**config.mk**
```make
export PLATFORM = sky130hd
export DESIGN_NAME = aabb_contact_normal_top
export DESIGN_NICKNAME = d
export VERILOG_FILES = /design/src/hw/rtl/acn_pkg.sv /design/src/hw/rtl/aabb_contact_normal_top.sv /design/src/hw/rtl/acn_scale.sv /design/src/hw/rtl/acn_edge.sv /design/src/hw/rtl/acn_resolve.sv
export SDC_FILE = /design/constraint.sdc
export NUM_CORES = 2
export LEC_CHECK = 0
export BUFFER_PORTS_ARGS = -buffer_cell sky130_fd_sc_hd__buf_2
export CAP_MARGIN = 0
export CORE_ASPECT_RATIO = 0.6
export CORE_MARGIN = 5
export CORE_UTILIZATION = 55
export CTS_CLUSTER_DIAMETER = 40
export CTS_CLUSTER_SIZE = 28
export DETAILED_ROUTE_END_ITERATION = 10
export PLACE_DENSITY = 0.72
export SYNTH_ARGS = -nofsm -noshare
export SYNTH_HDL_FRONTEND = slang
export SYNTH_SLANG_ARGS = --single-unit
```
**constraint.sdc**
```tcl
create_clock -name clock -period 45.5 [get_ports clock]
set_clock_uncertainty 0.1 [all_clocks]
set_input_delay 9.1 -clock clock [delete_from_list [all_inputs] [get_ports clock]]
set_output_delay 9.1 -clock clock [all_outputs]
set_load 0.05 [all_outputs]
```
**src/hw/rtl/acn_pkg.sv**
```systemverilog
// acn_pkg: shared types, field widths and width helpers for the box contact pipeline.
// No dependencies; every module of the block imports it.
package acn_pkg;

   localparam int POS_W = 24;
   localparam int SIZE_W = 20;
   localparam int SCALE_W = 12;
   localparam int PROD_W = SIZE_W + SCALE_W;
   localparam int DEPTH_W = 25;
   localparam int THR_W = 8;

   localparam int FRACTION_BITS_DEFAULT = 8;
   localparam logic [THR_W-1:0] MIN_OVERLAP_RESET = 8'd3;

   typedef struct packed {
      logic signed [POS_W-1:0] first_x;
      logic signed [POS_W-1:0] first_y;
      logic [SIZE_W-1:0] first_width;
      logic [SIZE_W-1:0] first_height;
      logic [SCALE_W-1:0] first_scale_x;
      logic [SCALE_W-1:0] first_scale_y;
      logic signed [POS_W-1:0] second_x;
      logic signed [POS_W-1:0] second_y;
      logic [SIZE_W-1:0] second_width;
      logic [SIZE_W-1:0] second_height;
      logic [SCALE_W-1:0] second_scale_x;
      logic [SCALE_W-1:0] second_scale_y;
   } req_type;

   typedef struct packed {
      logic contact;
      logic normal_axis;
      logic normal_negative;
      logic [DEPTH_W-1:0] penetration;
   } rsp_type;

   // width of a scaled size after dropping the fraction bits of the scale
   function automatic int scl_width(input int fb);
      return PROD_W - fb;
   endfunction

   // signed width of a far edge: position plus scaled size
   function automatic int edge_width(input int fb);
      int s;
      s = scl_width(fb) + 1;
      return ((s > POS_W) ? s : POS_W) + 1;
   endfunction

endpackage

```
**src/hw/rtl/aabb_contact_normal_top.sv**
```systemverilog
// aabb_contact_normal_top: box pair contact test, top level with the threshold register.
// Depends on acn_pkg, acn_scale, acn_edge, acn_resolve.
//
// Usage:
//   req channel: one word per box pair (positions, collider sizes, scales), valid/ready.
//   rsp channel: one word per pair: contact flag, normal axis and sign, penetration depth.
//   csr port: csr_wr_en writes csr_wr_data into the overlap threshold at the clock edge;
//     write it only while no pair is in flight.
// Pipeline: five register stages (scale multiply, far edges, side overlaps, overlap and
//   threshold tests, axis pick / output register). A word accepted on req passes through
//   them in that order and is then offered on rsp.
// Throughput: one pair per cycle while rsp_ready is high; every stage is a single pass
//   with no feedback, and takes a new word whenever it is empty or its successor moves.
// Reset: synchronous, clears all stage valid bits and sets the threshold to 3 (1/256 px).
// Stall: when rsp_ready is low the output word holds; the stages behind it keep filling
//   empty slots and req_ready drops only once every stage holds a word.
module aabb_contact_normal_top import acn_pkg::*; #(
   parameter int FRACTION_BITS = FRACTION_BITS_DEFAULT,
   localparam int SCL_W = scl_width(FRACTION_BITS),
   localparam int DIFF_W = edge_width(FRACTION_BITS) + 1
) (
   input  logic clock,
   input  logic reset,
   input  logic req_valid,
   output logic req_ready,
   input  req_type req_data,
   output logic rsp_valid,
   input  logic rsp_ready,
   output rsp_type rsp_data,
   input  logic csr_wr_en,
   input  logic [THR_W-1:0] csr_wr_data
);

   logic [THR_W-1:0] min_overlap_ff, min_overlap_in;

   logic s_valid, s_ready;
   logic signed [POS_W-1:0] ax, ay, bx, by;
   logic [SCL_W-1:0] aw, ah, bw, bh;

   logic d_valid, d_ready;
   logic signed [DIFF_W-1:0] o_left, o_right, o_top, o_bottom;
   logic [SCL_W-1:0] d_aw, d_ah, d_bw, d_bh;

   assign min_overlap_in = csr_wr_en ? csr_wr_data : min_overlap_ff;

   always_ff @(posedge clock) begin
      if (reset) begin
         min_overlap_ff <= MIN_OVERLAP_RESET;
      end else begin
         min_overlap_ff <= min_overlap_in;
      end
   end

   acn_scale #(.FRACTION_BITS(FRACTION_BITS)) u_scale (
      .clock(clock),
      .reset(reset),
      .in_valid(req_valid),
      .in_ready(req_ready),
      .in_data(req_data),
      .out_valid(s_valid),
      .out_ready(s_ready),
      .ax(ax),
      .ay(ay),
      .bx(bx),
      .by(by),
      .aw(aw),
      .ah(ah),
      .bw(bw),
      .bh(bh)
   );

   acn_edge #(.FRACTION_BITS(FRACTION_BITS)) u_edge (
      .clock(clock),
      .reset(reset),
      .in_valid(s_valid),
      .in_ready(s_ready),
      .ax(ax),
      .ay(ay),
      .bx(bx),
      .by(by),
      .aw(aw),
      .ah(ah),
      .bw(bw),
      .bh(bh),
      .out_valid(d_valid),
      .out_ready(d_ready),
      .o_left(o_left),
      .o_right(o_right),
      .o_top(o_top),
      .o_bottom(o_bottom),
      .aw_out(d_aw),
      .ah_out(d_ah),
      .bw_out(d_bw),
      .bh_out(d_bh)
   );

   acn_resolve #(.FRACTION_BITS(FRACTION_BITS)) u_resolve (
      .clock(clock),
      .reset(reset),
      .in_valid(d_valid),
      .in_ready(d_ready),
      .o_left(o_left),
      .o_right(o_right),
      .o_top(o_top),
      .o_bottom(o_bottom),
      .aw(d_aw),
      .ah(d_ah),
      .bw(d_bw),
      .bh(d_bh),
      .min_overlap(min_overlap_ff),
      .out_valid(rsp_valid),
      .out_ready(rsp_ready),
      .out_data(rsp_data)
   );

endmodule

```
**src/hw/rtl/acn_scale.sv**
```systemverilog
// acn_scale: first pipeline stage, scales the four collider sizes (one multiplier each).
// Depends on acn_pkg.
module acn_scale import acn_pkg::*; #(
   parameter int FRACTION_BITS = FRACTION_BITS_DEFAULT,
   localparam int SCL_W = scl_width(FRACTION_BITS)
) (
   input  logic clock,
   input  logic reset,
   input  logic in_valid,
   output logic in_ready,
   input  req_type in_data,
   output logic out_valid,
   input  logic out_ready,
   output logic signed [POS_W-1:0] ax,
   output logic signed [POS_W-1:0] ay,
   output logic signed [POS_W-1:0] bx,
   output logic signed [POS_W-1:0] by,
   output logic [SCL_W-1:0] aw,
   output logic [SCL_W-1:0] ah,
   output logic [SCL_W-1:0] bw,
   output logic [SCL_W-1:0] bh
);

   logic valid_ff;
   logic advance;
   logic [PROD_W-1:0] aw_prod, ah_prod, bw_prod, bh_prod;
   logic signed [POS_W-1:0] ax_ff, ay_ff, bx_ff, by_ff;
   logic [SCL_W-1:0] aw_ff, ah_ff, bw_ff, bh_ff;

   assign advance = !valid_ff || out_ready;
   assign in_ready = advance;

   assign aw_prod = PROD_W'(in_data.first_width) * PROD_W'(in_data.first_scale_x);
   assign ah_prod = PROD_W'(in_data.first_height) * PROD_W'(in_data.first_scale_y);
   assign bw_prod = PROD_W'(in_data.second_width) * PROD_W'(in_data.second_scale_x);
   assign bh_prod = PROD_W'(in_data.second_height) * PROD_W'(in_data.second_scale_y);

   always_ff @(posedge clock) begin
      if (reset) begin
         valid_ff <= 1'b0;
      end else if (advance) begin
         valid_ff <= in_valid;
      end
   end

   always_ff @(posedge clock) begin
      if (advance && in_valid) begin
         ax_ff <= in_data.first_x;
         ay_ff <= in_data.first_y;
         bx_ff <= in_data.second_x;
         by_ff <= in_data.second_y;
         aw_ff <= aw_prod[PROD_W-1:FRACTION_BITS];
         ah_ff <= ah_prod[PROD_W-1:FRACTION_BITS];
         bw_ff <= bw_prod[PROD_W-1:FRACTION_BITS];
         bh_ff <= bh_prod[PROD_W-1:FRACTION_BITS];
      end
   end

   assign out_valid = valid_ff;
   assign ax = ax_ff;
   assign ay = ay_ff;
   assign bx = bx_ff;
   assign by = by_ff;
   assign aw = aw_ff;
   assign ah = ah_ff;
   assign bw = bw_ff;
   assign bh = bh_ff;

endmodule

```
**src/hw/rtl/acn_edge.sv**
```systemverilog
// acn_edge: second and third pipeline stages, far edges and the four side overlaps.
// Depends on acn_pkg.
module acn_edge import acn_pkg::*; #(
   parameter int FRACTION_BITS = FRACTION_BITS_DEFAULT,
   localparam int SCL_W = scl_width(FRACTION_BITS),
   localparam int EDGE_W = edge_width(FRACTION_BITS),
   localparam int DIFF_W = EDGE_W + 1
) (
   input  logic clock,
   input  logic reset,
   input  logic in_valid,
   output logic in_ready,
   input  logic signed [POS_W-1:0] ax,
   input  logic signed [POS_W-1:0] ay,
   input  logic signed [POS_W-1:0] bx,
   input  logic signed [POS_W-1:0] by,
   input  logic [SCL_W-1:0] aw,
   input  logic [SCL_W-1:0] ah,
   input  logic [SCL_W-1:0] bw,
   input  logic [SCL_W-1:0] bh,
   output logic out_valid,
   input  logic out_ready,
   output logic signed [DIFF_W-1:0] o_left,
   output logic signed [DIFF_W-1:0] o_right,
   output logic signed [DIFF_W-1:0] o_top,
   output logic signed [DIFF_W-1:0] o_bottom,
   output logic [SCL_W-1:0] aw_out,
   output logic [SCL_W-1:0] ah_out,
   output logic [SCL_W-1:0] bw_out,
   output logic [SCL_W-1:0] bh_out
);

   // stage 2: far edges
   logic e_valid_ff, e_advance;
   logic signed [EDGE_W-1:0] ax_ff, ay_ff, bx_ff, by_ff;
   logic signed [EDGE_W-1:0] ar_ff, ab_ff, br_ff, bb_ff;
   logic [SCL_W-1:0] e_aw_ff, e_ah_ff, e_bw_ff, e_bh_ff;
   logic signed [EDGE_W-1:0] ax_ext, ay_ext, bx_ext, by_ext;

   // stage 3: side overlaps
   logic d_valid_ff, d_advance;
   logic signed [DIFF_W-1:0] o_left_ff, o_right_ff, o_top_ff, o_bottom_ff;
   logic [SCL_W-1:0] d_aw_ff, d_ah_ff, d_bw_ff, d_bh_ff;

   assign d_advance = !d_valid_ff || out_ready;
   assign e_advance = !e_valid_ff || d_advance;
   assign in_ready = e_advance;

   assign ax_ext = EDGE_W'(ax);
   assign ay_ext = EDGE_W'(ay);
   assign bx_ext = EDGE_W'(bx);
   assign by_ext = EDGE_W'(by);

   always_ff @(posedge clock) begin
      if (reset) begin
         e_valid_ff <= 1'b0;
         d_valid_ff <= 1'b0;
      end else begin
         if (e_advance) begin
            e_valid_ff <= in_valid;
         end
         if (d_advance) begin
            d_valid_ff <= e_valid_ff;
         end
      end
   end

   always_ff @(posedge clock) begin
      if (e_advance && in_valid) begin
         ax_ff <= ax_ext;
         ay_ff <= ay_ext;
         bx_ff <= bx_ext;
         by_ff <= by_ext;
         ar_ff <= ax_ext + signed'(EDGE_W'(aw));
         ab_ff <= ay_ext + signed'(EDGE_W'(ah));
         br_ff <= bx_ext + signed'(EDGE_W'(bw));
         bb_ff <= by_ext + signed'(EDGE_W'(bh));
         e_aw_ff <= aw;
         e_ah_ff <= ah;
         e_bw_ff <= bw;
         e_bh_ff <= bh;
      end
   end

   always_ff @(posedge clock) begin
      if (d_advance && e_valid_ff) begin
         o_left_ff <= DIFF_W'(ar_ff) - DIFF_W'(bx_ff);
         o_right_ff <= DIFF_W'(br_ff) - DIFF_W'(ax_ff);
         o_top_ff <= DIFF_W'(ab_ff) - DIFF_W'(by_ff);
         o_bottom_ff <= DIFF_W'(bb_ff) - DIFF_W'(ay_ff);
         d_aw_ff <= e_aw_ff;
         d_ah_ff <= e_ah_ff;
         d_bw_ff <= e_bw_ff;
         d_bh_ff <= e_bh_ff;
      end
   end

   assign out_valid = d_valid_ff;
   assign o_left = o_left_ff;
   assign o_right = o_right_ff;
   assign o_top = o_top_ff;
   assign o_bottom = o_bottom_ff;
   assign aw_out = d_aw_ff;
   assign ah_out = d_ah_ff;
   assign bw_out = d_bw_ff;
   assign bh_out = d_bh_ff;

   a_edge_hold: assert property (@(posedge clock) disable iff (reset)
      d_valid_ff && !out_ready |=> d_valid_ff && $stable(o_left_ff) && $stable(o_top_ff))
      else $error("overlap stage changed while stalled");

endmodule

```
**src/hw/rtl/acn_resolve.sv**
```systemverilog
// acn_resolve: fourth and fifth pipeline stages, overlap and threshold tests, axis pick,
// output register. Depends on acn_pkg.
module acn_resolve import acn_pkg::*; #(
   parameter int FRACTION_BITS = FRACTION_BITS_DEFAULT,
   localparam int SCL_W = scl_width(FRACTION_BITS),
   localparam int DIFF_W = edge_width(FRACTION_BITS) + 1
) (
   input  logic clock,
   input  logic reset,
   input  logic in_valid,
   output logic in_ready,
   input  logic signed [DIFF_W-1:0] o_left,
   input  logic signed [DIFF_W-1:0] o_right,
   input  logic signed [DIFF_W-1:0] o_top,
   input  logic signed [DIFF_W-1:0] o_bottom,
   input  logic [SCL_W-1:0] aw,
   input  logic [SCL_W-1:0] ah,
   input  logic [SCL_W-1:0] bw,
   input  logic [SCL_W-1:0] bh,
   input  logic [THR_W-1:0] min_overlap,
   output logic out_valid,
   input  logic out_ready,
   output rsp_type out_data
);

   // stage 4
   logic t_valid_ff, t_advance;
   logic hit_ff, thin_ff, left_lt_ff, top_lt_ff;
   logic signed [DIFF_W-1:0] min_x_ff, min_y_ff;
   logic hit_in, thin_in, left_lt_in, top_lt_in;
   logic signed [DIFF_W-1:0] thr_d;
   logic [SCL_W-1:0] thr_s;

   // stage 5
   logic r_valid_ff, r_advance;
   rsp_type rsp_ff, rsp_in;
   logic x_wins;
   logic signed [DIFF_W-1:0] depth;

   function automatic logic is_pos(input logic signed [DIFF_W-1:0] v);
      return !v[DIFF_W-1] && (v != '0);
   endfunction

   assign r_advance = !r_valid_ff || out_ready;
   assign t_advance = !t_valid_ff || r_advance;
   assign in_ready = t_advance;

   assign thr_d = signed'(DIFF_W'(min_overlap));
   assign thr_s = SCL_W'(min_overlap);

   // strict overlap on an axis needs both sizes nonzero and both cross overlaps positive;
   // the overlap extent is the lesser of the two cross overlaps
   always_comb begin
      hit_in = (aw != '0) && (bw != '0) && (ah != '0) && (bh != '0)
         && is_pos(o_left) && is_pos(o_right) && is_pos(o_top) && is_pos(o_bottom);
      thin_in = ((aw < thr_s) || (bw < thr_s) || (o_left < thr_d) || (o_right < thr_d))
         && ((ah < thr_s) || (bh < thr_s) || (o_top < thr_d) || (o_bottom < thr_d));
      left_lt_in = o_left < o_right;
      top_lt_in = o_top < o_bottom;
   end

   always_ff @(posedge clock) begin
      if (reset) begin
         t_valid_ff <= 1'b0;
         r_valid_ff <= 1'b0;
      end else begin
         if (t_advance) begin
            t_valid_ff <= in_valid;
         end
         if (r_advance) begin
            r_valid_ff <= t_valid_ff;
         end
      end
   end

   always_ff @(posedge clock) begin
      if (t_advance && in_valid) begin
         hit_ff <= hit_in;
         thin_ff <= thin_in;
         left_lt_ff <= left_lt_in;
         top_lt_ff <= top_lt_in;
         min_x_ff <= left_lt_in ? o_left : o_right;
         min_y_ff <= top_lt_in ? o_top : o_bottom;
      end
   end

   // tie between axes goes to vertical
   always_comb begin
      x_wins = min_x_ff < min_y_ff;
      depth = x_wins ? min_x_ff : min_y_ff;
      rsp_in = '0;
      if (hit_ff && !thin_ff) begin
         rsp_in.contact = 1'b1;
         rsp_in.normal_axis = !x_wins;
         rsp_in.normal_negative = x_wins ? left_lt_ff : top_lt_ff;
         rsp_in.penetration = depth[DIFF_W-1] ? '0 : depth[DEPTH_W-1:0];
      end
   end

   always_ff @(posedge clock) begin
      if (r_advance && t_valid_ff) begin
         rsp_ff <= rsp_in;
      end
   end

   assign out_valid = r_valid_ff;
   assign out_data = rsp_ff;

   a_no_contact_zero: assert property (@(posedge clock) disable iff (reset)
      r_valid_ff && !rsp_ff.contact |-> !rsp_ff.normal_axis && !rsp_ff.normal_negative
         && (rsp_ff.penetration == '0))
      else $error("result without contact carries nonzero fields");

   a_hit_positive: assert property (@(posedge clock) disable iff (reset)
      t_valid_ff && hit_ff |-> is_pos(min_x_ff) && is_pos(min_y_ff))
      else $error("overlapping boxes with nonpositive side overlap");

   a_contact_follows: assert property (@(posedge clock) disable iff (reset)
      t_valid_ff && r_advance && hit_ff && !thin_ff |=> r_valid_ff && rsp_ff.contact)
      else $error("accepted overlap lost its contact flag");

endmodule
```
==> impl_summary.log <==
INFO  metric initial_core_util = 55.57%
INFO  metric shortest_clock_period_the_worst_path_allows_after_layout = 19.75 ns
INFO  metric synth.avg_cell_area = 10.74 um2
INFO  metric clkTransAtPathRegs = 0.09 ns
INFO  metric grt_setup_unrepaired = no
INFO  metric synth.ff_latch_count = 791
INFO  metric cts.path.max_buffers = 3
INFO  metric total_number_of_yosys_warnings = 0
INFO  metric share_of_synthesized_area_occupied_by_flip_flops_and_latches = 35.56%
INFO  metric routabilityCongestion = 0.9206
INFO  metric first_pass_iters = 6
INFO  metric dominant_register_cell_in_the_synthesized_netlist = edfxtp_1
INFO  metric place.detailed.hpwl = 126600 um
INFO  metric grt_first_pass_wirelength = 252700 um
INFO  metric area_taken_by_multi_input_logic_gates = 0.03788 mm2
INFO  metric drt-initial-drc-count = 4132
INFO  metric tritoncts.num_buffers = 72
INFO  metric io-pin-count = 267
INFO  metric run_status = complete, no violations
INFO  metric drt_drc_violations_left = 0
INFO  metric worst_vdd_ir = 49.95 uV
INFO  metric postSynth.asyncResetShare = 0%
INFO  metric dieWidth = 458.7 um
INFO  metric areaGrowthSynthToFinish = 8.291%
INFO  metric timing.slew.headroom = 22.74%
INFO  metric final-setup-viol-count = 0
INFO  metric timing.fmax = 50.63 MHz
INFO  metric timing.rr.end = u_edge.br_ff[24]
INFO  metric register_area = 0.02362 mm2
INFO  metric global_route.overflow_total = 0
INFO  metric number_of_antenna_violations_at_the_first_check_in_global_routing = 23
INFO  metric dieArea = 0.1281 mm2
INFO  metric path_class = input pin to output port
INFO  metric cts-resized-gates = 0
INFO  metric source_of_the_worst_register_to_register_timing_path = u_scale.bx[0]
INFO  metric floorplan.rows = 98
INFO  metric hp-class = register to register
INFO  metric postRouteWirelength = 159000 um
INFO  metric post_route_cells_drive_above_1_share = 7.929%
INFO  metric cts_setup_buffers = 0
INFO  metric fp.coreArea = 0.1196 mm2
INFO  metric route.detailed.wl_per_inst = 19.83 um
INFO  metric synth_enable_flop_cells = 778
INFO  metric worst-endpoint-arrival = 10.55 ns
INFO  metric path_max_fanout = 6
INFO  metric clock_h_tree_levels = 3
INFO  metric vias_per_cell = 5.539
INFO  metric route.antenna.remaining_nets = 0
INFO  metric r2r_setup_slack = 41.06 ns
INFO  metric postPlaceCellArea = 0.06923 mm2
INFO  metric timing.critical_path.from = rsp_ready
INFO  metric vias = 44400
INFO  metric critPathCapture = req_ready
INFO  metric layout.filler_cells = 9648
INFO  metric io_buffers = 266
INFO  metric postCtsHoldBufs = 0
INFO  metric totalNegativeSetupSlack = 0 ns
INFO  metric slew_viol_final = 0
INFO  metric synthesis.area = 0.06643 mm2
INFO  metric die_height = 279.2 um
INFO  metric cap_viol_max_count = 0
INFO  metric numClockSinks = 791
INFO  metric worstSetupStartpointType = input pin
INFO  metric worst_slew_pin_slew = 1.156 ns
INFO  metric clk_root_buffer_cell = clkbuf_16
INFO  metric clk_latency = 0.68 ns
INFO  metric layout.cell_area.non_filler = 0.07194 mm2
INFO  metric vias_in_the_first_global_route = 45120
INFO  metric synth_nets = 7751
INFO  metric power.leakage = 32.95 nW
INFO  metric power_density = 60.68 mW/mm2
INFO  metric finish.net_count = 7911
INFO  metric critical_path.endpoint_type = output port
INFO  metric cts_tree = built
INFO  metric worst_r2r_path_depth = 14
INFO  metric period_share = 43.41%
INFO  metric maximum_number_of_pins_on_one_net_before_global_route_repair = 80
INFO  metric worst-endpoint-required = 36.30 ns
INFO  metric synthCells = 6188
INFO  metric placed_cells_incl_taps = 7874
INFO  metric fin_cells = 8016
INFO  metric finalHoldViolations = 0
INFO  metric post_synth_num_cell_types = 85
INFO  metric global_route.usage.total = 25.11%
## power breakdown
| group | switching (mW) | total [mW] | leakage, nW | internal [mW] |
|---|---|---|---|---|
| combinational | 1.41 | 2.50 | 24.3 | 1.09 |
| clock | 0.336 | 0.670 | 1.27 | 0.334 |
| sequential | 0.0982 | 1.20 | 7.36 | 1.10 |
| total | 1.85 | 4.37 | 32.9 | 2.52 |
## cell usage after synthesis (35+ instances only)
cell type  instances  area (um2)
a21o_1           144        1081
nand3_1           57       285.3
nand2b_1          51       319.1
xnor2_1          173        1515
nand2_1          798        2995
o21ai_0          113       565.5
o21a_1            42       315.3
fa_1             724       14490
ha_1             602        7532
and2_1           269        1683
a21oi_1          181       905.9
nor4_1            52       325.3
clkbuf_1         183       686.9
nor3_1            68       340.3
mux2_2            56       630.6
inv_1           1140        4279
nor2_1           239       897.1
nor2b_1           62       387.9
mux2i_1           35       350.3
xor2_1            67       586.8
edfxtp_1         778       23360
## registers in the layout, summed over array words and instances (netlist names), 26 cells and up
signal / cells
u_resolve.out_data: 28
u_edge.o_bottom: 27
u_edge.o_left: 27
u_edge.o_right: 27
u_edge.o_top: 27
u_resolve.min_x_ff: 27
u_resolve.min_y_ff: 27
u_edge.ab_ff: 26
u_edge.ar_ff: 26
u_edge.bb_ff: 26
u_edge.br_ff: 26
## final cells by class
class / instances / area share, %
multi-input combinational: 4062 / 52.65
sequential: 791 / 32.84
inverter: 1140 / 5.948
tap: 1600 / 2.783
clock buffer: 74 / 2.515
timing repair buffer: 281 / 2.007
clock inverter: 59 / 1.224
antenna: 9 / 0.03131
## layout by cell type, fill, tap and decap left out, types with 57 or more instances in the layout
cell type  instances
inv_1           1140
nand3_1           57
xor2_1            67
nor2_1           239
xnor2_1          173
buf_2            266
ha_1             602
nor2b_1           60
clkbuf_16         72
a21o_1           144
o21ai_0          113
and2_1           269
fa_1             724
nor3_1            68
nand2_1          798
a21oi_1          180
edfxtp_1         778
## logic make-up after synthesis
group | after synthesis | synth area share, %
compound gates | 690 | 6.969
simple gates | 1715 | 12.11
mux | 91 | 1.477
xor+xnor | 240 | 3.164
fa+ha+maj | 1326 | 33.16
buf+inv | 1335 | 7.560
flops | 791 | 35.56
## through the flow
| step | hold WS, ns | util, % | setup WS, ns | total power [mW] |
|---|---|---|---|---|
| 2_1_floorplan | 0.3003 | - | 13.22 | 3.060 |
| 3_3_place_gp | 0.3006 | 57.90 | 25.80 | 3.594 |
| 3_5_place_dp | 0.3045 | 57.90 | 25.76 | 3.672 |
| 4_1_cts | 0.3067 | 60.15 | 25.75 | 4.374 |
| 5_1_grt | 0.3211 | 60.16 | 25.63 | 4.749 |
| 6_report | 0.2928 | 60.17 | 25.75 | 4.365 |
## worst max-delay path, cell delays in order
cell and delay, ns:
buf_2 0.09, nor2b_1 0.44, and3_1 0.49, nand3_1 0.18, buf_2 0.25
## per-layer routing
| layer | vias to the layer above | track usage [%] | wire length (um) |
|---|---|---|---|
| met3 | 188 | 5.913 | 16680 |
| met5 | - | 0 | 42 |
| li1 | 20570 | - | - |
| met2 | 1824 | 34.55 | 63920 |
| met4 | 6 | 4.809 | 2906 |
| met1 | 21820 | 40.49 | 75450 |
## worst min path at each step
| stage | from | to | slack (ns) | depth (start not counted) |
|---|---|---|---|---|
| 2_1_floorplan | u_edge.e_ah_ff[0] | u_edge.ah_out[0] | 0.30 | 0 |
| 3_3_place_gp | u_edge.e_bh_ff[22] | u_edge.bh_out[22] | 0.30 | 0 |
| 3_5_place_dp | u_edge.e_ah_ff[8] | u_edge.ah_out[8] | 0.30 | 0 |
| 4_1_cts | u_edge.e_bh_ff[7] | u_edge.bh_out[7] | 0.31 | 0 |
| 5_1_grt | u_edge.e_bh_ff[17] | u_edge.bh_out[17] | 0.32 | 0 |
| 6_report | u_edge.e_bh_ff[7] | u_edge.bh_out[7] | 0.29 | 0 |
(Power assumes the default switching activity.)
